==> config.mk <==
export PLATFORM = sky130hd
export DESIGN_NAME = psmp_front
export DESIGN_NICKNAME = d
export VERILOG_FILES = /design/src/rtl/core/psmp_pkg.sv /design/src/rtl/core/psmp_front.sv
export SDC_FILE = /design/constraint.sdc
export NUM_CORES = 1
export LEC_CHECK = 0
export ABC_CLOCK_PERIOD_IN_PS = 3660
export BUFFER_PORTS_ARGS = -buffer_cell sky130_fd_sc_hd__buf_2
export CAP_MARGIN = 20
export CORE_AREA = 2 2 150 152
export DETAILED_ROUTE_END_ITERATION = 16
export DIE_AREA = 0 0 152 154
export GPL_ROUTABILITY_DRIVEN = 1
export GPL_TIMING_DRIVEN = 0
export MAX_ROUTING_LAYER = met4
export PLACE_DENSITY = 0.35
export SYNTH_ARGS = -nofsm -noshare
export SYNTH_HDL_FRONTEND = slang
export SYNTH_SLANG_ARGS = --single-unit
==> constraint.sdc <==
create_clock -name vclk -period 3.66
set_input_delay 0.366 -clock vclk [all_inputs]
set_output_delay 0.366 -clock vclk [all_outputs]
set_load 0.01 [all_outputs]
==> src/rtl/core/psmp_pkg.sv <==
package psmp_pkg;

  // lattice size in fine grid points per axis
  localparam int GRID_X = 128;
  localparam int GRID_Y = 128;
  localparam int GRID_Z = 128;
  localparam int GRID_XY_MAX = (GRID_X > GRID_Y) ? GRID_X : GRID_Y;
  localparam int GRID_MAX = (GRID_XY_MAX > GRID_Z) ? GRID_XY_MAX : GRID_Z;

  // field widths
  localparam int IDX_W  = 7;
  localparam int ORG_W  = 8;
  localparam int CTR_W  = 32;
  localparam int SPC_W  = 24;
  localparam int LVL_W  = 2;
  localparam int CUT_W  = 31;
  localparam int MODE_W = 2;
  localparam int DIST_W = 63;

  // derived datapath widths
  localparam int MAX_SHIFT = (1 << LVL_W) - 1;
  localparam int K_W   = IDX_W + MAX_SHIFT + 2;
  localparam int P_W   = SPC_W + 1 + K_W;
  localparam int D_W   = ((P_W > CTR_W) ? P_W : CTR_W) + 1;
  localparam int LEN_W = SPC_W + $clog2(GRID_MAX + 1);
  localparam int IMG_W = ((D_W > LEN_W + 1) ? D_W : LEN_W + 1) + 1;
  localparam int SQ_IN_W = 32;
  localparam int R2_W  = 2 * CUT_W;

  // largest magnitude whose square stays below the 63-bit ceiling
  localparam logic [IMG_W-1:0]  ROOT_SAT = IMG_W'(64'd3037000499);
  localparam logic [DIST_W-1:0] DIST_SAT = '1;

  // back pipeline depth, last stage is the output register
  localparam int NSTG = 6;

  // queue between front and back
  localparam int QDEPTH = 2;
  localparam int QPTR_W = $clog2(QDEPTH);
  localparam int QCNT_W = $clog2(QDEPTH + 1);

  // register file
  localparam int NUM_REGS = 6;
  localparam int APB_DW = 32;
  localparam int APB_AW = $clog2(NUM_REGS) + 2;
  localparam int RIDX_W = APB_AW - 2;

  localparam logic [SPC_W-1:0] SPC_RST = SPC_W'(13107);
  localparam logic [LVL_W-1:0] LVL_RST = '0;
  localparam logic [CUT_W-1:0] CUT_RST = CUT_W'(655360);

  typedef enum logic [RIDX_W-1:0] {
    REG_SPACING_X     = 3'd0,
    REG_SPACING_Y     = 3'd1,
    REG_SPACING_Z     = 3'd2,
    REG_GRID_LEVEL    = 3'd3,
    REG_CUTOFF_RADIUS = 3'd4,
    REG_BOUNDARY_MODE = 3'd5
  } psmp_reg_e;

  typedef enum logic [MODE_W-1:0] {
    MODE_FULL  = 2'd0,
    MODE_ZONLY = 2'd1,
    MODE_NONE  = 2'd2
  } psmp_mode_e;

  localparam logic [MODE_W-1:0] MODE_RST = MODE_FULL;

  typedef struct packed {
    logic [SPC_W-1:0]  spc_x;
    logic [SPC_W-1:0]  spc_y;
    logic [SPC_W-1:0]  spc_z;
    logic [LVL_W-1:0]  level;
    logic [CUT_W-1:0]  cutoff;
    logic [MODE_W-1:0] mode;
  } psmp_cfg_t;

  // one classified grid point as held in the queue
  typedef struct packed {
    logic signed [K_W-1:0]   k_x;
    logic signed [K_W-1:0]   k_y;
    logic signed [K_W-1:0]   k_z;
    logic signed [CTR_W-1:0] c_x;
    logic signed [CTR_W-1:0] c_y;
    logic signed [CTR_W-1:0] c_z;
    logic                    per_x;
    logic                    per_y;
    logic                    per_z;
  } psmp_item_t;

endpackage

==> src/rtl/core/psmp_front.sv <==
module psmp_front (
  input  psmp_pkg::psmp_cfg_t         cfg_i,
  input  logic                        in_valid_i,
  output logic                        in_stall_o,
  input  logic [psmp_pkg::IDX_W-1:0]  point_ix_i,
  input  logic [psmp_pkg::IDX_W-1:0]  point_iy_i,
  input  logic [psmp_pkg::IDX_W-1:0]  point_iz_i,
  input  logic signed [psmp_pkg::ORG_W-1:0] box_origin_x_i,
  input  logic signed [psmp_pkg::ORG_W-1:0] box_origin_y_i,
  input  logic signed [psmp_pkg::ORG_W-1:0] box_origin_z_i,
  input  logic signed [psmp_pkg::CTR_W-1:0] center_x_i,
  input  logic signed [psmp_pkg::CTR_W-1:0] center_y_i,
  input  logic signed [psmp_pkg::CTR_W-1:0] center_z_i,
  input  logic                        full_i,
  output logic                        push_o,
  output psmp_pkg::psmp_item_t        item_o
);
  import psmp_pkg::*;

  // fine grid offset of the point: origin plus index scaled by the level
  function automatic logic signed [K_W-1:0] fine_offset(
    logic [IDX_W-1:0]        idx,
    logic signed [ORG_W-1:0] org,
    logic [LVL_W-1:0]        lv
  );
    return K_W'(org) + (K_W'(idx) << lv);
  endfunction

  assign in_stall_o = full_i;
  assign push_o     = in_valid_i && !full_i;

  // classify the beat: fine offsets and which axes take images
  always_comb begin
    item_o.k_x   = fine_offset(point_ix_i, box_origin_x_i, cfg_i.level);
    item_o.k_y   = fine_offset(point_iy_i, box_origin_y_i, cfg_i.level);
    item_o.k_z   = fine_offset(point_iz_i, box_origin_z_i, cfg_i.level);
    item_o.c_x   = center_x_i;
    item_o.c_y   = center_y_i;
    item_o.c_z   = center_z_i;
    item_o.per_x = 1'b0;
    item_o.per_y = 1'b0;
    item_o.per_z = 1'b0;
    case (cfg_i.mode)
      MODE_FULL: begin
        item_o.per_x = 1'b1;
        item_o.per_y = 1'b1;
        item_o.per_z = 1'b1;
      end
      MODE_ZONLY: begin
        item_o.per_z = 1'b1;
      end
      MODE_NONE: begin
        item_o.per_z = 1'b0;
      end
      // unused mode code acts as no images
      default: begin
        item_o.per_z = 1'b0;
      end
    endcase
  end

endmodule

Word-level counts from Yosys, hierarchy flattened
Index checks and enable logic that the tools add are counted.
- register bits after elaboration: 0
- word-level logic and storage cells: 13
- $add $sub $neg: 3
- equal/unequal tests: 1
- shifts and indexed selects: 3
- muxes and demuxes: 2
- reductions and logical operators: 4
- operators with widths (operator ; count):
    $add A12 B12 Y12 ; 3
    $shl A7 B2 Y12 ; 3
    $eq A2 B1 Y1 const B ; 1
    $logic_not A2 Y1 ; 1
    $mux W2 ; 1
    $reduce_or A2 Y1 ; 1
    $logic_and A1 B1 Y1 ; 1
    $logic_not A1 Y1 ; 1
    $mux W1 ; 1

Longest topological paths before layout
- word-level depth: 3
- mapped depth: 11

Least setup slack after synthesis
No wires, ideal clock.
- kind: input port to output port
- from: input cfg_i[33] in the netlist's numbering
- to: output item_o[109] in the netlist's numbering
- arrival time: 2555 ps
- setup slack: 739 ps
- stages: 11
- path buffers: 2
- cell sequence: buf_2 > buf_2 > nor2_1 > and2_1 > ha_1 > fa_1 > a21o_1 > a221oi_2 > o21ai_1 > a21oi_1 > xnor2_1
- RTL lines (element ; line ; text):
    start: declaration ; psmp_front.sv:2 ; input psmp_pkg::psmp_cfg_t cfg_i,
    end: declaration ; psmp_front.sv:16 ; output psmp_pkg::psmp_item_t item_o

==> results.cfg <==
[run_status]
status = finished clean

[synthesis]
synth.top_cell.area_share_pct = 28.53
syn_area_per_cell_um2 = 7.791
yosysMostFrequentCell = buf_4
ys_top_cells_by_count = buf_4, ha_1, a21oi_1, xnor2_1, mux2i_1
synth.area.top_cells = buf_4, ha_1, mux2i_1
yosysUniqueCellTypes = 34
synthesis.area_um2 = 2579
syn_nets = 617
yosysWarningCount = 0
postSynthCellCount = 331
synth-seq-area-share_pct = 0
yosysTopAreaCell = buf_4

[die]
die_w_um = 152
rows = 54
core_um2 = 21690
die_y_um = 154
dieArea_um2 = 23410
design.portCount = 387
start_util_pct = 11.89

[hold_path]
worstHoldPathCells = 2
min_to = item_o[56]
min_from = center_y_i[21]
worstHoldPathType = in -> out

[clock_network]
post_cts_buffers = 0
ctsHoldBuffers = 0
cts_resized = 1

[power_and_ir_drop]
p_leak_nw = 2.140
fin_total_pwr_w = 0.0007010
power_density_nw_per_um2 = 180.0
ir_drop_uv = 59.29

[setup_path]
critPathLaunchType = primary input
critPathBufInv = 3
max_stage_delay_ns = 0.42
required_ns = 3.29
cp_slowest_cell = fa_1
path_class = in -> out
crit_top_cell = buf_2
critPathTopFamily = compound AO/OA/AOI/OAI gates
critPathMaxFanout = 10
cp-startpoint = cfg_i[33]
crit_arrival_ns = 3.06
crit_chain = buf_2, clkbuf_4, nor2_1, and2_1, ha_1, fa_1, a21o_1, a221oi_4, o21ai_1, a21oi_1, xnor2_1, buf_2
worstSetupEndpointType = primary output

[sta]
fin_crit_sh_pct = 93.62
clock.fmax_mhz = 291.9
finalSetupViolCount = 0
rsz0062_at_grt = false
relSlewSlack_pct = 63.57
finalHoldViolCount = 0
post-route-min-period_ns = 3.426
maxSlewViolCount = 0
worst-slew-pin-transition_ns = 0.5465

[global_route]
grt_pass1_wl_um = 14430
grt_pass1_vias = 2567
grt_max_degree = 11
gr-total-overflow = 0
antenna_found_initial = 2
grt_usage_pct = 7.818

[placement]
dp_hpwl_um = 9050
dp_cells = 797
gp_congestion = 0.7692
io_buffers = 186

[route]
drtIter0Drc = 69
routedWlPerCell_um = 12.50
avgViaCountPerCell = 3.476
ant_nets = 0
dr.pass1.iters = 4
post-route-drc-count = 0
wl_um = 9989
num_vias = 2777

[cells_and_area]
finalNonFillerCells = 799
drive_above_1_share_pct = 57.64
nNetsFinal = 805
flops_and_latches = 0
seqCellArea_um2 = 0
clkbuf_count = 0
syn_to_final_growth_pct = 51.04

[job]
drv_cap = 0
-- worst max-delay path by stage --
stage,end,slack (ns),cells after the start
floorplan,item_o[109],0.74,11
CTS,item_o[109],0.001,12
global route,item_o[109],0.02,12
global placement,item_o[109],-0.04,12
finish,item_o[109],0.23,12
detailed placement,item_o[109],-0.009,12
-- where the power goes --
group	internal [W]	total [W]	leakage (nW)	switching [W]
clock	0.0000000000731	0.0000000000731	0.0000127	0
sequential	0	0	0	0
combinational	0.000342	0.000701	2.14	0.000359
total	0.000342	0.000701	2.14	0.000359
-- cells in the final DEF, fill, tap and decap left out, types with 4 or more instances in the layout --
cell	Yosys	routed
buf_2	6	189
buf_4	98	99
ha_1	33	33
a21oi_1	23	23
xnor2_1	19	19
mux2i_1	18	18
nor2_1	17	17
inv_1	13	13
a21o_1	13	13
xor2_1	11	11
nor2b_1	9	9
o21ai_0	7	7
o21bai_1	7	7
nand3_1	6	6
a211oi_1	6	6
o211ai_1	5	5
nand2_1	4	4
a31oi_1	4	4
-- through the flow --
| step | worst slack (ns) | utilization [%] | hold WS [ns] | TNS (ns) | area [um2] |
|---|---|---|---|---|---|
| final | 0.2337 | 17.96 | 0.9149 | 0 | 3895 |
| after global routing | 0.01988 | 17.96 | 0.9175 | 0 | 3895 |
| after CTS | 0.001250 | 17.81 | 0.9157 | 0 | 3862 |
| after detailed placement | -0.008888 | 17.80 | 0.9159 | -0.008888 | 3860 |
| after global placement | -0.03787 | 17.80 | 0.9162 | -0.03787 | 3860 |
| after floorplan | 0.7392 | - | 0.7755 | 0 | 2579 |
-- layer usage --
layer	part of all wire (%)	track usage [%]	up-vias
li1	-	-	1446
met2	44	12.66	157
met5	0	-	-
met3	7.9	1.240	0
met4	0	0	0
met1	48	10.93	1174
-- cells by family after synthesis --
| logic type | count (synthesis) | share of synthesized area [%] |
|---|---|---|
| AO/OA/AOI/OAI | 79 | 20.57 |
| XOR/XNOR | 30 | 10.19 |
| adder cells (fa/ha/maj) | 36 | 18.34 |
| buffers and inverters | 119 | 31.88 |
| multiplexers | 24 | 10.92 |
| AND/OR/NAND/NOR | 43 | 8.103 |
-- area by class of cell --
class,instances,area (um2)
antenna,2,5.005
buffer,106,780.7
multi-input combinational,212,1779
fill,2487,17790
timing repair buffer,186,930.9
tap,280,350.3
inverter,13,48.80
(Power assumes the default switching activity.)
