===== config.mk =====
export PLATFORM = sky130hd
export DESIGN_NAME = psmp_queue
export DESIGN_NICKNAME = d
export VERILOG_FILES = /design/src/rtl/core/psmp_pkg.sv /design/src/rtl/core/psmp_queue.sv
export SDC_FILE = /design/constraint.sdc
export NUM_CORES = 1
export LEC_CHECK = 0
export ABC_CLOCK_PERIOD_IN_PS = 18200
export BUFFER_PORTS_ARGS = -buffer_cell sky130_fd_sc_hd__buf_2
export CORE_MARGIN = 2
export CORE_UTILIZATION = 40
export DETAILED_ROUTE_END_ITERATION = 8
export PLACE_DENSITY = 0.64
export SYNTH_ARGS = -nofsm -noshare
export SYNTH_HDL_FRONTEND = slang
export SYNTH_SLANG_ARGS = --single-unit
export TNS_END_PERCENT = 5

===== constraint.sdc =====
create_clock -name clk_i -period 18.2 [get_ports clk_i]
set_input_delay 3.64 -clock clk_i [delete_from_list [all_inputs] [get_ports clk_i]]
set_output_delay 3.64 -clock clk_i [all_outputs]
set_load 0.01 [all_outputs]

===== src/rtl/core/psmp_pkg.sv =====
package psmp_pkg;

  // lattice size in fine grid points per axis
  localparam int GRID_X = 128;
  localparam int GRID_Y = 128;
  localparam int GRID_Z = 128;
  localparam int GRID_XY_MAX = (GRID_X > GRID_Y) ? GRID_X : GRID_Y;
  localparam int GRID_MAX = (GRID_XY_MAX > GRID_Z) ? GRID_XY_MAX : GRID_Z;

  // field widths
  localparam int IDX_W  = 7;
  localparam int ORG_W  = 8;
  localparam int CTR_W  = 32;
  localparam int SPC_W  = 24;
  localparam int LVL_W  = 2;
  localparam int CUT_W  = 31;
  localparam int MODE_W = 2;
  localparam int DIST_W = 63;

  // derived datapath widths
  localparam int MAX_SHIFT = (1 << LVL_W) - 1;
  localparam int K_W   = IDX_W + MAX_SHIFT + 2;
  localparam int P_W   = SPC_W + 1 + K_W;
  localparam int D_W   = ((P_W > CTR_W) ? P_W : CTR_W) + 1;
  localparam int LEN_W = SPC_W + $clog2(GRID_MAX + 1);
  localparam int IMG_W = ((D_W > LEN_W + 1) ? D_W : LEN_W + 1) + 1;
  localparam int SQ_IN_W = 32;
  localparam int R2_W  = 2 * CUT_W;

  // largest magnitude whose square stays below the 63-bit ceiling
  localparam logic [IMG_W-1:0]  ROOT_SAT = IMG_W'(64'd3037000499);
  localparam logic [DIST_W-1:0] DIST_SAT = '1;

  // back pipeline depth, last stage is the output register
  localparam int NSTG = 6;

  // queue between front and back
  localparam int QDEPTH = 2;
  localparam int QPTR_W = $clog2(QDEPTH);
  localparam int QCNT_W = $clog2(QDEPTH + 1);

  // register file
  localparam int NUM_REGS = 6;
  localparam int APB_DW = 32;
  localparam int APB_AW = $clog2(NUM_REGS) + 2;
  localparam int RIDX_W = APB_AW - 2;

  localparam logic [SPC_W-1:0] SPC_RST = SPC_W'(13107);
  localparam logic [LVL_W-1:0] LVL_RST = '0;
  localparam logic [CUT_W-1:0] CUT_RST = CUT_W'(655360);

  typedef enum logic [RIDX_W-1:0] {
    REG_SPACING_X     = 3'd0,
    REG_SPACING_Y     = 3'd1,
    REG_SPACING_Z     = 3'd2,
    REG_GRID_LEVEL    = 3'd3,
    REG_CUTOFF_RADIUS = 3'd4,
    REG_BOUNDARY_MODE = 3'd5
  } psmp_reg_e;

  typedef enum logic [MODE_W-1:0] {
    MODE_FULL  = 2'd0,
    MODE_ZONLY = 2'd1,
    MODE_NONE  = 2'd2
  } psmp_mode_e;

  localparam logic [MODE_W-1:0] MODE_RST = MODE_FULL;

  typedef struct packed {
    logic [SPC_W-1:0]  spc_x;
    logic [SPC_W-1:0]  spc_y;
    logic [SPC_W-1:0]  spc_z;
    logic [LVL_W-1:0]  level;
    logic [CUT_W-1:0]  cutoff;
    logic [MODE_W-1:0] mode;
  } psmp_cfg_t;

  // one classified grid point as held in the queue
  typedef struct packed {
    logic signed [K_W-1:0]   k_x;
    logic signed [K_W-1:0]   k_y;
    logic signed [K_W-1:0]   k_z;
    logic signed [CTR_W-1:0] c_x;
    logic signed [CTR_W-1:0] c_y;
    logic signed [CTR_W-1:0] c_z;
    logic                    per_x;
    logic                    per_y;
    logic                    per_z;
  } psmp_item_t;

endpackage


===== src/rtl/core/psmp_queue.sv =====
module psmp_queue (
  input  logic                 clk_i,
  input  logic                 rst_ni,
  input  logic                 push_i,
  input  psmp_pkg::psmp_item_t item_i,
  output logic                 full_o,
  input  logic                 pop_i,
  output logic                 valid_o,
  output psmp_pkg::psmp_item_t item_o
);
  import psmp_pkg::*;

  psmp_item_t        mem_q [QDEPTH];
  logic [QPTR_W-1:0] wr_ptr_q, wr_ptr_d;
  logic [QPTR_W-1:0] rd_ptr_q, rd_ptr_d;
  logic [QCNT_W-1:0] cnt_q, cnt_d;
  logic              do_push, do_pop;

  assign full_o  = (cnt_q == QCNT_W'(QDEPTH));
  assign valid_o = (cnt_q != '0);
  assign item_o  = mem_q[rd_ptr_q];

  assign do_push = push_i && !full_o;
  assign do_pop  = pop_i && valid_o;

  // pointer and fill count update
  always_comb begin
    wr_ptr_d = wr_ptr_q;
    rd_ptr_d = rd_ptr_q;
    cnt_d    = cnt_q;
    if (do_push) begin
      wr_ptr_d = (wr_ptr_q == QPTR_W'(QDEPTH - 1)) ? '0 : wr_ptr_q + 1'b1;
    end
    if (do_pop) begin
      rd_ptr_d = (rd_ptr_q == QPTR_W'(QDEPTH - 1)) ? '0 : rd_ptr_q + 1'b1;
    end
    if (do_push && !do_pop) begin
      cnt_d = cnt_q + 1'b1;
    end else if (do_pop && !do_push) begin
      cnt_d = cnt_q - 1'b1;
    end
  end

  always_ff @(posedge clk_i or negedge rst_ni) begin
    if (!rst_ni) begin
      wr_ptr_q <= '0;
      rd_ptr_q <= '0;
      cnt_q    <= '0;
    end else begin
      wr_ptr_q <= wr_ptr_d;
      rd_ptr_q <= rd_ptr_d;
      cnt_q    <= cnt_d;
    end
  end

  // entry storage
  always_ff @(posedge clk_i) begin
    if (do_push) begin
      mem_q[wr_ptr_q] <= item_i;
    end
  end

endmodule


# After elaboration in Yosys (flattened, before gate mapping)
# Memories as Yosys holds them, arrays and structs flattened.
# Index checks and enable logic that the tools add are counted.
[op_classes] eq_ne=1 div_mod_pow=0 bitwise=0 n_mux=6 shifts=0 reduce_logical=9 order_cmp=0 addsub=4 mul=0
[op_table] operator="$logic_and A1 B1 Y1" count=4
[op_table] operator="$mux W1" count=4
[op_table] operator="$mux W2" count=2
[op_table] operator="$reduce_bool A2 Y1" count=2
[op_table] operator="$logic_not A1 Y1" count=3
[op_table] operator="$add A1 B1 Y1 const B" count=2
[op_table] operator="$add A2 B1 Y2 const B" count=1
[op_table] operator="$eq A2 B2 Y1 const B" count=1
[op_table] operator="$sub A2 B1 Y2 const B" count=1
[totals] input_bits=139 reg_bits=4 output_inout_bits=137 wordCells=24 latchBits=0 n_memories=1 ram_bits=270 romBits=0
[memory_table] name="mem_q" depth=2 width=135 rd=1 rd_clocked_by_memory_dff=0 wr=1 line_no="psmp_queue.sv:13" rtl="psmp_item_t mem_q [QDEPTH];"

# Longest topological paths before layout
# Gate-level depths: netlist of the first run.
[depth] ltp_word=7 depth_mapped=7 ltp_nobuf=7

# Worst setup path before layout of the first run
# Ideal clock, no wire load.
[synth_timing] path_kind="input -> register" from="in push_i" to="mem mem_q[0][0] (netlist name), enable pin" path_buffers=0 arrival_time_ps=9337 setup_time_ps=631 t_required_ps=17569 setup_slack_ps=8233 stages=2 path_cell_list="nand2_1 > nor2_1"
[synth_between] elab_chain_cells=3
[synth_lines] element="from (decl)" line_no="psmp_queue.sv:4" rtl="input logic push_i,"
[synth_lines] element="$logic_and A1 B1 Y1" line_no="psmp_queue.sv:23" rtl="assign do_push = push_i && !full_o;"
[synth_lines] element="$mux W1" line_no="psmp_queue.sv:58" rtl="if (do_push) begin"
[synth_lines] element="$mux W1 (implied by the code)" line_no="psmp_queue.sv:59" rtl="mem_q[wr_ptr_q] <= item_i;"
[synth_lines] element="to (decl)" line_no="psmp_queue.sv:13"
# Every way passes these cells.

==> results.py, run 1 <==
metrics = {
    "place": {
        "gp_routability_congestion": 0.730,
        "numPortBuffers": 275,
        "detailedPlacementHpwl_um": 12200,
        "dp_slack_ns": 11.90,
    },
    "yosys": {
        "ys_seq_elements": 274,
        "synth-edff-count": 270,
        "synth_mux_area_share_pct": 16.6,
        "synth_commonest_cells": "edfxtp_1 (270), mux2_2 (95), mux2_4 (40), buf_2 (9), buf_6 (6)",
        "synth_area_leaders": "edfxtp_1 (80%), mux2_2 (11%), mux2_4 (6.0%)",
        "yosysMostFrequentCell": "edfxtp_1",
        "yosys.area_share.simple_pct": 0.335,
        "synth_fa_ha_area_share_pct": 0.124,
        "synth_area_um2": 10100,
        "avgSynthCellArea_um2": 23.0,
        "synth_compound_area_share_pct": 0,
        "yosys.area.top_type": "edfxtp_1",
        "synthArstFlopShare_pct": 1.46,
        "synth.distinct_cells": 15,
        "syn_nets": 579,
        "synthCells": 439,
        "yosys_warnings": 0,
        "ys_seq_area_share_pct": 81.4,
        "ys.flop_type": "edfxtp_1",
        "synthDominantCellAreaShare_pct": 80.4,
        "synth_xor_area_share_pct": 0.434,
        "synth_top_family_by_area": "multiplexers",
    },
    "cts": {
        "cts.sinks": 274,
        "clkLatencyLatePin_ns": 0.53,
        "cts-root-buf": "clkbuf_16",
        "postCtsResizedCells": 0,
        "cts_setup_buffers": 0,
        "clkTransAtPathRegs_ns": 0.06,
        "cts_hold_buf": 0,
        "clockBufferDepth": 3,
        "cts_tree": "built",
        "cts_buffers": 29,
        "cts.htree.levels": 1,
    },
    "worst_setup_path": {
        "worst-path-max-fanout": 73,
        "reg2reg_depth": 5,
        "crit_arrival_ns": 3.16,
        "r2r_slack_ns": 15.40,
        "path_buf_inv": 2,
        "critical-path-top-delay-family": "flip-flops",
        "required_ns": 14.56,
        "endpoint_kind": "output port",
        "path_cells": "buf_4 > mux2_2 > buf_2",
        "crit_cells": 3,
        "worst-setup-path-type": "register to output port",
        "cp_slowest_cell": "dfrtp_4",
        "startpoint_type": "register",
        "cpPeakStageDelay_ns": 1.08,
    },
    "min_path": {
        "min_path_cells": 1,
        "hp-class": "register to register",
    },
    "finish": {
        "fillers": 2071,
        "multi_input_area_um2": 1770,
        "nNetsFinal": 874,
        "regArea_um2": 8210,
        "area_delta_synth_final_pct": 26.2,
        "drive_gt1_share_pct": 60.6,
    },
    "global_routing": {
        "grt_pass1_vias": 5341,
        "grt_max_degree": 74,
        "grt_pass1_wl_um": 27700,
        "grt_usage_pct": 13.4,
        "antenna_found_initial": 4,
        "overflow": 0,
    },
    "floorplan": {
        "dieArea_um2": 26500,
        "chipWidth_um": 163,
        "fp.coreArea_um2": 25000,
        "io_pins": 276,
        "fp-row-count": 58,
        "die_h_um": 163,
        "initial_core_util_pct": 40.4,
    },
    "timing": {
        "fin_worst_skew_ns": 0.0180,
        "setup_tns_ns": 0,
        "drv_slew": 0,
        "min_period_ns": 6.80,
        "layout_setup_ws_ns": 11.40,
        "setup_violations": 0,
        "max_freq_ghz": 0.147,
        "final-hold-violation-count": 0,
        "slew_headroom_pct": 30.6,
        "rsz0062_at_grt": "no",
        "max_slew.worst_pin.slew_ns": 1.04,
        "holdWs_ns": 0.488,
        "fin_crit_sh_pct": 37.4,
    },
    "detailed_routing": {
        "drc": 0,
        "viasPerCell": 4.66,
        "ant_nets": 0,
        "first_pass_iters": 5,
        "post_drt_wl_per_cell_um": 17.3,
        "postRouteWirelength_um": 18800,
        "vias": 5067,
        "drt_iter0_markers": 213,
    },
    "power": {
        "cellPowerDensity_nw_per_um2": 162,
        "leakage_nw": 4.86,
        "ir_worst_vdd_v": 0.000106,
    },
    "flow_run": {
        "maxCapViolations": 0,
    },
    "status": {
        "status": "finished, final reports clean",
    },
}
## final cells by class
cell class	count	share of cell area, %
inverter	2	0.0590
clock buffer	33	5.82
antenna	1	0.0197
multi-input combinational	148	13.9
sequential	274	64.5
timing repair buffer	279	11.0
tap	330	3.24
clock inverter	20	1.40
## flip-flops by register name, indices dropped and copies added (netlist names)
signal	cells
rd_ptr_q	1
mem_q	270
cnt_q	2
wr_ptr_q	1
## worst paths after layout
kind,start,endpoint
setup / recovery,rd_ptr_q,item_o[116]
hold / removal,cnt_q[1],cnt_q[1]
setup reg to reg,cnt_q[0],mem_q[0][35]
hold reg to reg,cnt_q[1],cnt_q[1]
max in group asynchronous,rst_ni,rd_ptr_q
min in group asynchronous,rst_ni,rd_ptr_q
## report_power, final
part	internal (W)	switching (W)	leakage [nW]	total [W]
registers	0.000865	0.0000651	2.55	0.000930
logic	0.000281	0.000291	1.86	0.000573
clock network	0.000333	0.000224	0.448	0.000557
## metrics by stage
step	power, W	instances	instance area, µm²	utilization [%]
2_1_floorplan	0.00134	439	10100	-
3_3_place_gp	0.00151	1033	11800	47.3
3_5_place_dp	0.00153	1033	11800	47.3
4_1_cts	0.00209	1086	12700	51.0
5_1_grt	0.00217	1086	12700	51.0
6_report	0.00206	1087	12700	51.0
## worst reg2reg max path, stage by stage (launching register included)
cell,delay (ns)
dfrtp_1,0.41
nand2b_1,0.18
nand2_1,0.15
nor2_4,0.10
buf_4,0.65
buf_4,0.86
## cells in the final DEF (no fill, tap or decap)
cell type / Yosys / routed
and3_4: 0 / 1
inv_1: 2 / 2
mux2_4: 40 / 40
edfxtp_1: 270 / 270
inv_6: 0 / 2
xor2_1: 2 / 2
clkinv_4: 0 / 1
ha_1: 1 / 1
clkinvlp_4: 0 / 1
nand2b_1: 1 / 1
clkinv_1: 0 / 9
nor2_1: 2 / 1
clkbuf_1: 0 / 4
diode_2: 0 / 1
clkinv_2: 0 / 4
buf_4: 0 / 4
dfrtp_4: 0 / 1
xnor2_1: 3 / 3
mux2_2: 95 / 95
nand2_1: 2 / 2
dfrtp_1: 4 / 3
nor2_4: 0 / 1
or2_2: 1 / 1
buf_2: 9 / 275
clkbuf_16: 0 / 29
bufinv_16: 0 / 3
## per-layer routing
metal / wire length (µm) / global-route usage (%) / part of all wire (%) / vias up
met1: 7280 / 16.0 / 39 / 2467
li1: - / - / - / 2344
met5: 55 / 0 / 0.29 / -
met2: 9400 / 23.0 / 50 / 208
met3: 1630 / 4.35 / 8.7 / 40
met4: 418 / 4.10 / 2.2 / 8
## cell families (layout without fill, tap and decap cells)
logic type | after synthesis | in the layout
xor+xnor | 5 | 5
fa+ha+maj | 1 | 1
buf+inv | 17 | 334
flops | 274 | 274
mux | 135 | 135
other cells | 0 | 1
simple gates | 7 | 7
No activity file was read; power rests on OpenSTA's default activity.
==> inputs of run 2 (changes only) <==
- ABC_CLOCK_PERIOD_IN_PS: 18200 -> 6100
- PLACE_DENSITY: 0.64 -> 0.66
- clock period: 18.2 -> 6.1 ns (I/O delays scaled with it)
==> results.py, run 2 (same netlist as run 1, synthesis figures left out) <==
metrics = {
    "timing": {
        "min_period_ns": 3.83,
        "slew_headroom_pct": 29.0,
        "fin_worst_skew_ns": 0.0183,
        "drv_slew": 0,
        "final-hold-violation-count": 0,
        "max_slew.worst_pin.slew_ns": 1.06,
        "max_freq_ghz": 0.261,
        "setup_tns_ns": 0,
        "layout_setup_ws_ns": 2.27,
        "setup_violations": 0,
        "rsz0062_at_grt": "no",
        "fin_crit_sh_pct": 62.8,
    },
    "worst_setup_path": {
        "crit_arrival_ns": 2.61,
        "worst-setup-path-type": "register to output port",
        "endpoint": "item_o[112]",
        "startpoint_type": "register",
        "crit_start": "rd_ptr_q",
        "worst-path-max-fanout": 69,
        "reg2reg_depth": 3,
        "r2r_slack_ns": 3.54,
        "endpoint_kind": "output port",
        "r2r_end": "mem_q[1][37]",
        "required_ns": 4.88,
        "reg2reg_from": "cnt_q[0]",
    },
    "status": {
        "status": "finished, final reports clean",
    },
    "power": {
        "cellPowerDensity_nw_per_um2": 485,
        "leakage_nw": 4.88,
        "ir_worst_vdd_v": 0.000335,
    },
    "cts": {
        "postCtsResizedCells": 0,
        "cts_setup_buffers": 0,
        "cts_buffers": 28,
        "clkTransAtPathRegs_ns": 0.06,
        "cts.htree.levels": 1,
        "cts.sinks": 274,
        "clkLatencyLatePin_ns": 0.53,
        "cts-root-buf": "clkbuf_16",
        "cts_hold_buf": 0,
        "cts_tree": "built",
        "clockBufferDepth": 3,
    },
    "finish": {
        "largest_register_ffs": 270,
        "layout_common_cells": "buf_2 (275), edfxtp_1 (270), mux2_2 (95), mux2_4 (40), clkbuf_16 (29)",
        "post-route-util_pct": 51.2,
        "nNetsFinal": 874,
        "area_delta_synth_final_pct": 26.7,
        "regMostFlops": "mem_q",
        "diodes": 0,
        "design_area_um2": 12800,
        "final_common_cell": "buf_2",
        "reg_top3": "mem_q: 270 flops, cnt_q: 2 flops",
        "finalNonFillerCells": 1085,
        "drive_gt1_share_pct": 61.5,
    },
    "detailed_routing": {
        "drt_iter0_markers": 229,
        "ant_nets": 0,
        "post_drt_wl_per_cell_um": 17.5,
        "viasPerCell": 4.66,
        "vias": 5052,
        "first_pass_iters": 4,
        "drc": 0,
        "postRouteWirelength_um": 19000,
    },
    "flow_run": {
        "maxCapViolations": 0,
    },
    "global_routing": {
        "overflow": 0,
        "antenna_found_initial": 4,
        "grt_usage_pct": 13.8,
        "grt_pass1_vias": 5356,
        "grt_pass1_wl_um": 28400,
        "grt_max_degree": 80,
    },
    "floorplan": {
        "dieArea_um2": 26500,
        "fp-row-count": 58,
        "die_h_um": 163,
        "io_pins": 276,
        "fp.coreArea_um2": 25000,
        "chipWidth_um": 163,
        "initial_core_util_pct": 40.4,
    },
    "place": {
        "placed_cell_area_um2": 11800,
        "dp_cells": 1034,
        "detailedPlacementHpwl_um": 12700,
        "dp_slack_ns": 2.76,
        "gp_routability_congestion": 0.747,
        "numPortBuffers": 275,
    },
    "min_path": {
        "hp-class": "input port to asynchronous set/reset pin",
    },
}
run 2: cell types whose count changed in the layout (fill, tap and decap cells not counted):
cell	previous run	this run
buf_12	0	1
clkbuf_8	0	4
clkinv_1	9	2
clkinv_2	4	5
clkinvlp_4	1	3
diode_2	1	0
inv_6	2	0
run 2: layout make-up:
type / count / area, µm²
flip-flops and latches: 274 / 8210
fillers: 2053 / 12200
clock inverters: 14 / 154
repair buffers: 280 / 1430
clock buffers: 37 / 796
multi-input cells: 148 / 1770
inverters: 2 / 7.51
well taps: 330 / 413
run 2: how the worst min path moves through the flow:
stage | start | to | slack, ns | cells after the start
2_1_floorplan | cnt_q[1] | cnt_q[1] | 0.46 | 1
3_3_place_gp | cnt_q[1] | cnt_q[1] | 0.47 | 1
3_5_place_dp | cnt_q[1] | cnt_q[1] | 0.49 | 1
4_1_cts | rst_ni | cnt_q[0] | 0.47 | 1
5_1_grt | rst_ni | cnt_q[0] | 0.47 | 1
6_report | rst_ni | cnt_q[0] | 0.49 | 1
run 2: per-stage QoR:
step | power (W) | hold WS (ns)
floorplan | 0.00396 | 0.456
global placement | 0.00451 | 0.471
detailed placement | 0.00457 | 0.491
CTS | 0.00630 | 0.469
global route | 0.00650 | 0.470
finish | 0.00620 | 0.492
run 2: report_power, final:
| part | internal [W] | switching, W | total [W] |
|---|---|---|---|
| clock network | 0.00104 | 0.000663 | 0.00170 |
| registers | 0.00258 | 0.000189 | 0.00277 |
| logic | 0.000843 | 0.000884 | 0.00173 |
| total | 0.00446 | 0.00174 | 0.00620 |
run 2: layer usage:
metal	share of wire [%]	global-route usage [%]	routed length [µm]
met4	2.4	4.47	448
met5	0.13	0	24
met1	40	16.4	7540
met2	49	23.7	9240
met3	9.2	4.61	1750
run 2: worst max-delay path, stage by stage, from the launching register on:
cell     delay [ns]
dfrtp_4        1.04
buf_12         0.45
mux2_2         0.39
buf_2          0.14
==> inputs of run 3 (changes only) <==
- ABC_CLOCK_PERIOD_IN_PS: 6100 -> 3900
- PLACE_DENSITY: 0.66 -> 0.64
- clock period: 6.1 -> 3.9 ns (I/O delays scaled with it)
==> results.py, run 3 (same netlist as run 1, synthesis figures left out) <==
metrics = {
    "timing": {
        "slew_headroom_pct": 44.9,
        "fin_worst_skew_ns": 0.00899,
        "final-hold-violation-count": 0,
        "setup_violations": 0,
        "holdWs_ns": 0.0441,
        "min_period_ns": 3.20,
        "drv_slew": 0,
        "max_slew.worst_pin.slew_ns": 0.826,
        "max_freq_ghz": 0.313,
        "rsz0062_at_grt": "no",
        "fin_crit_sh_pct": 82.0,
        "layout_setup_ws_ns": 0.701,
    },
    "worst_setup_path": {
        "path_cells": "buf_4 > mux2_2 > buf_2",
        "endpoint_kind": "output port",
        "cpPeakStageDelay_ns": 0.95,
        "startpoint_type": "register",
        "worst-path-max-fanout": 52,
        "crit_start": "rd_ptr_q",
        "crit_arrival_ns": 2.42,
        "cp_slowest_cell": "dfrtp_4",
        "worst-setup-path-type": "register to output port",
        "reg2reg_depth": 3,
        "r2r_end": "mem_q[1][113]",
        "r2r_slack_ns": 1.90,
        "reg2reg_from": "cnt_q[0]",
        "required_ns": 3.12,
    },
    "detailed_routing": {
        "post_drt_wl_per_cell_um": 17.3,
        "ant_nets": 0,
        "drc": 0,
        "vias": 5107,
        "first_pass_iters": 4,
        "viasPerCell": 4.69,
        "drt_iter0_markers": 411,
        "postRouteWirelength_um": 18900,
    },
    "finish": {
        "multi_input_area_um2": 1770,
        "reg_top3": "mem_q: 270 flops, cnt_q: 2 flops",
        "regArea_um2": 8210,
        "post-route-util_pct": 51.2,
        "layout_common_cells": "buf_2 (275), edfxtp_1 (270), mux2_2 (95), mux2_4 (40), clkbuf_16 (29)",
        "largest_register_ffs": 270,
        "area_delta_synth_final_pct": 26.8,
        "final_common_cell": "buf_2",
        "nNetsFinal": 878,
        "drive_gt1_share_pct": 60.8,
        "fillers": 2054,
        "regMostFlops": "mem_q",
    },
    "place": {
        "numPortBuffers": 275,
        "dp_slack_ns": 1.20,
        "detailedPlacementHpwl_um": 12600,
        "gp_routability_congestion": 0.783,
    },
    "global_routing": {
        "grt_max_degree": 76,
        "grt_pass1_vias": 5349,
        "overflow": 0,
        "grt_usage_pct": 13.7,
        "grt_pass1_wl_um": 28400,
        "antenna_found_initial": 2,
    },
    "floorplan": {
        "io_pins": 276,
        "initial_core_util_pct": 40.4,
        "dieArea_um2": 26500,
        "fp.coreArea_um2": 25000,
        "fp-row-count": 58,
        "chipWidth_um": 163,
        "die_h_um": 163,
    },
    "cts": {
        "clkTransAtPathRegs_ns": 0.06,
        "cts-root-buf": "clkbuf_16",
        "cts_tree": "built",
        "cts_hold_buf": 0,
        "postCtsResizedCells": 0,
        "cts.htree.levels": 1,
        "cts.sinks": 274,
        "cts_buffers": 29,
        "cts_setup_buffers": 0,
        "clockBufferDepth": 3,
        "clkLatencyLatePin_ns": 0.53,
    },
    "flow_run": {
        "maxCapViolations": 0,
    },
    "power": {
        "ir_worst_vdd_v": 0.000395,
        "cellPowerDensity_nw_per_um2": 755,
        "leakage_nw": 4.89,
    },
    "status": {
        "status": "finished, final reports clean",
    },
    "min_path": {
        "hp-class": "input port to asynchronous set/reset pin",
    },
}
## run 3: how the worst max path moves through the flow
stage,end,slack [ns],depth (start not counted)
floorplan,mem_q[1][0],-0.53,1
global placement,item_o[106],1.27,3
detailed placement,item_o[35],1.20,3
CTS,item_o[35],0.63,3
global route,item_o[35],0.54,3
finish,item_o[106],0.70,3
## run 3: worst max-delay path: cells and delay by family (launching register included)
kind                   cells  cell delay [ns]
buffers and inverters      2             0.54
multiplexers               1             0.38
flip-flops                 1             0.95
## run 3: layout make-up
| cell class | count | share of cell area (%) |
|---|---|---|
| diodes | 2 | 0.0391 |
| multi-input cells | 148 | 13.9 |
| repair buffers | 283 | 11.6 |
| clock buffers | 35 | 5.85 |
| well taps | 330 | 3.23 |
| clock inverters | 16 | 1.15 |
| inverters | 2 | 0.0587 |
| flip-flops and latches | 274 | 64.2 |
## run 3: report_power, final
| group | total (W) | leakage [nW] | internal, W | switching, W |
|---|---|---|---|---|
| registers | 0.00429 | 2.55 | 0.00403 | 0.000267 |
| logic | 0.00279 | 1.90 | 0.00136 | 0.00142 |
| clock network | 0.00258 | 0.444 | 0.00155 | 0.00103 |
| total | 0.00966 | 4.89 | 0.00694 | 0.00272 |
## run 3: per-stage QoR
step                      instance area (µm²)  total power (W)  cells  setup TNS [ns]
final                                   12800          0.00966   1090               0
after global routing                    12800           0.0101   1088               0
after CTS                               12800          0.00979   1088               0
after detailed placement                11900          0.00720   1037               0
after global placement                  11900          0.00711   1037               0
after floorplan                         10100          0.00618    439          -71.56
## run 3: layer usage
metal / vias to the layer above / track usage (%) / wire, µm
met5: - / 0 / 0
met4: 0 / 4.02 / 534
met3: 34 / 5.12 / 1770
met2: 187 / 23.2 / 9260
met1: 2536 / 16.3 / 7340
li1: 2350 / - / -
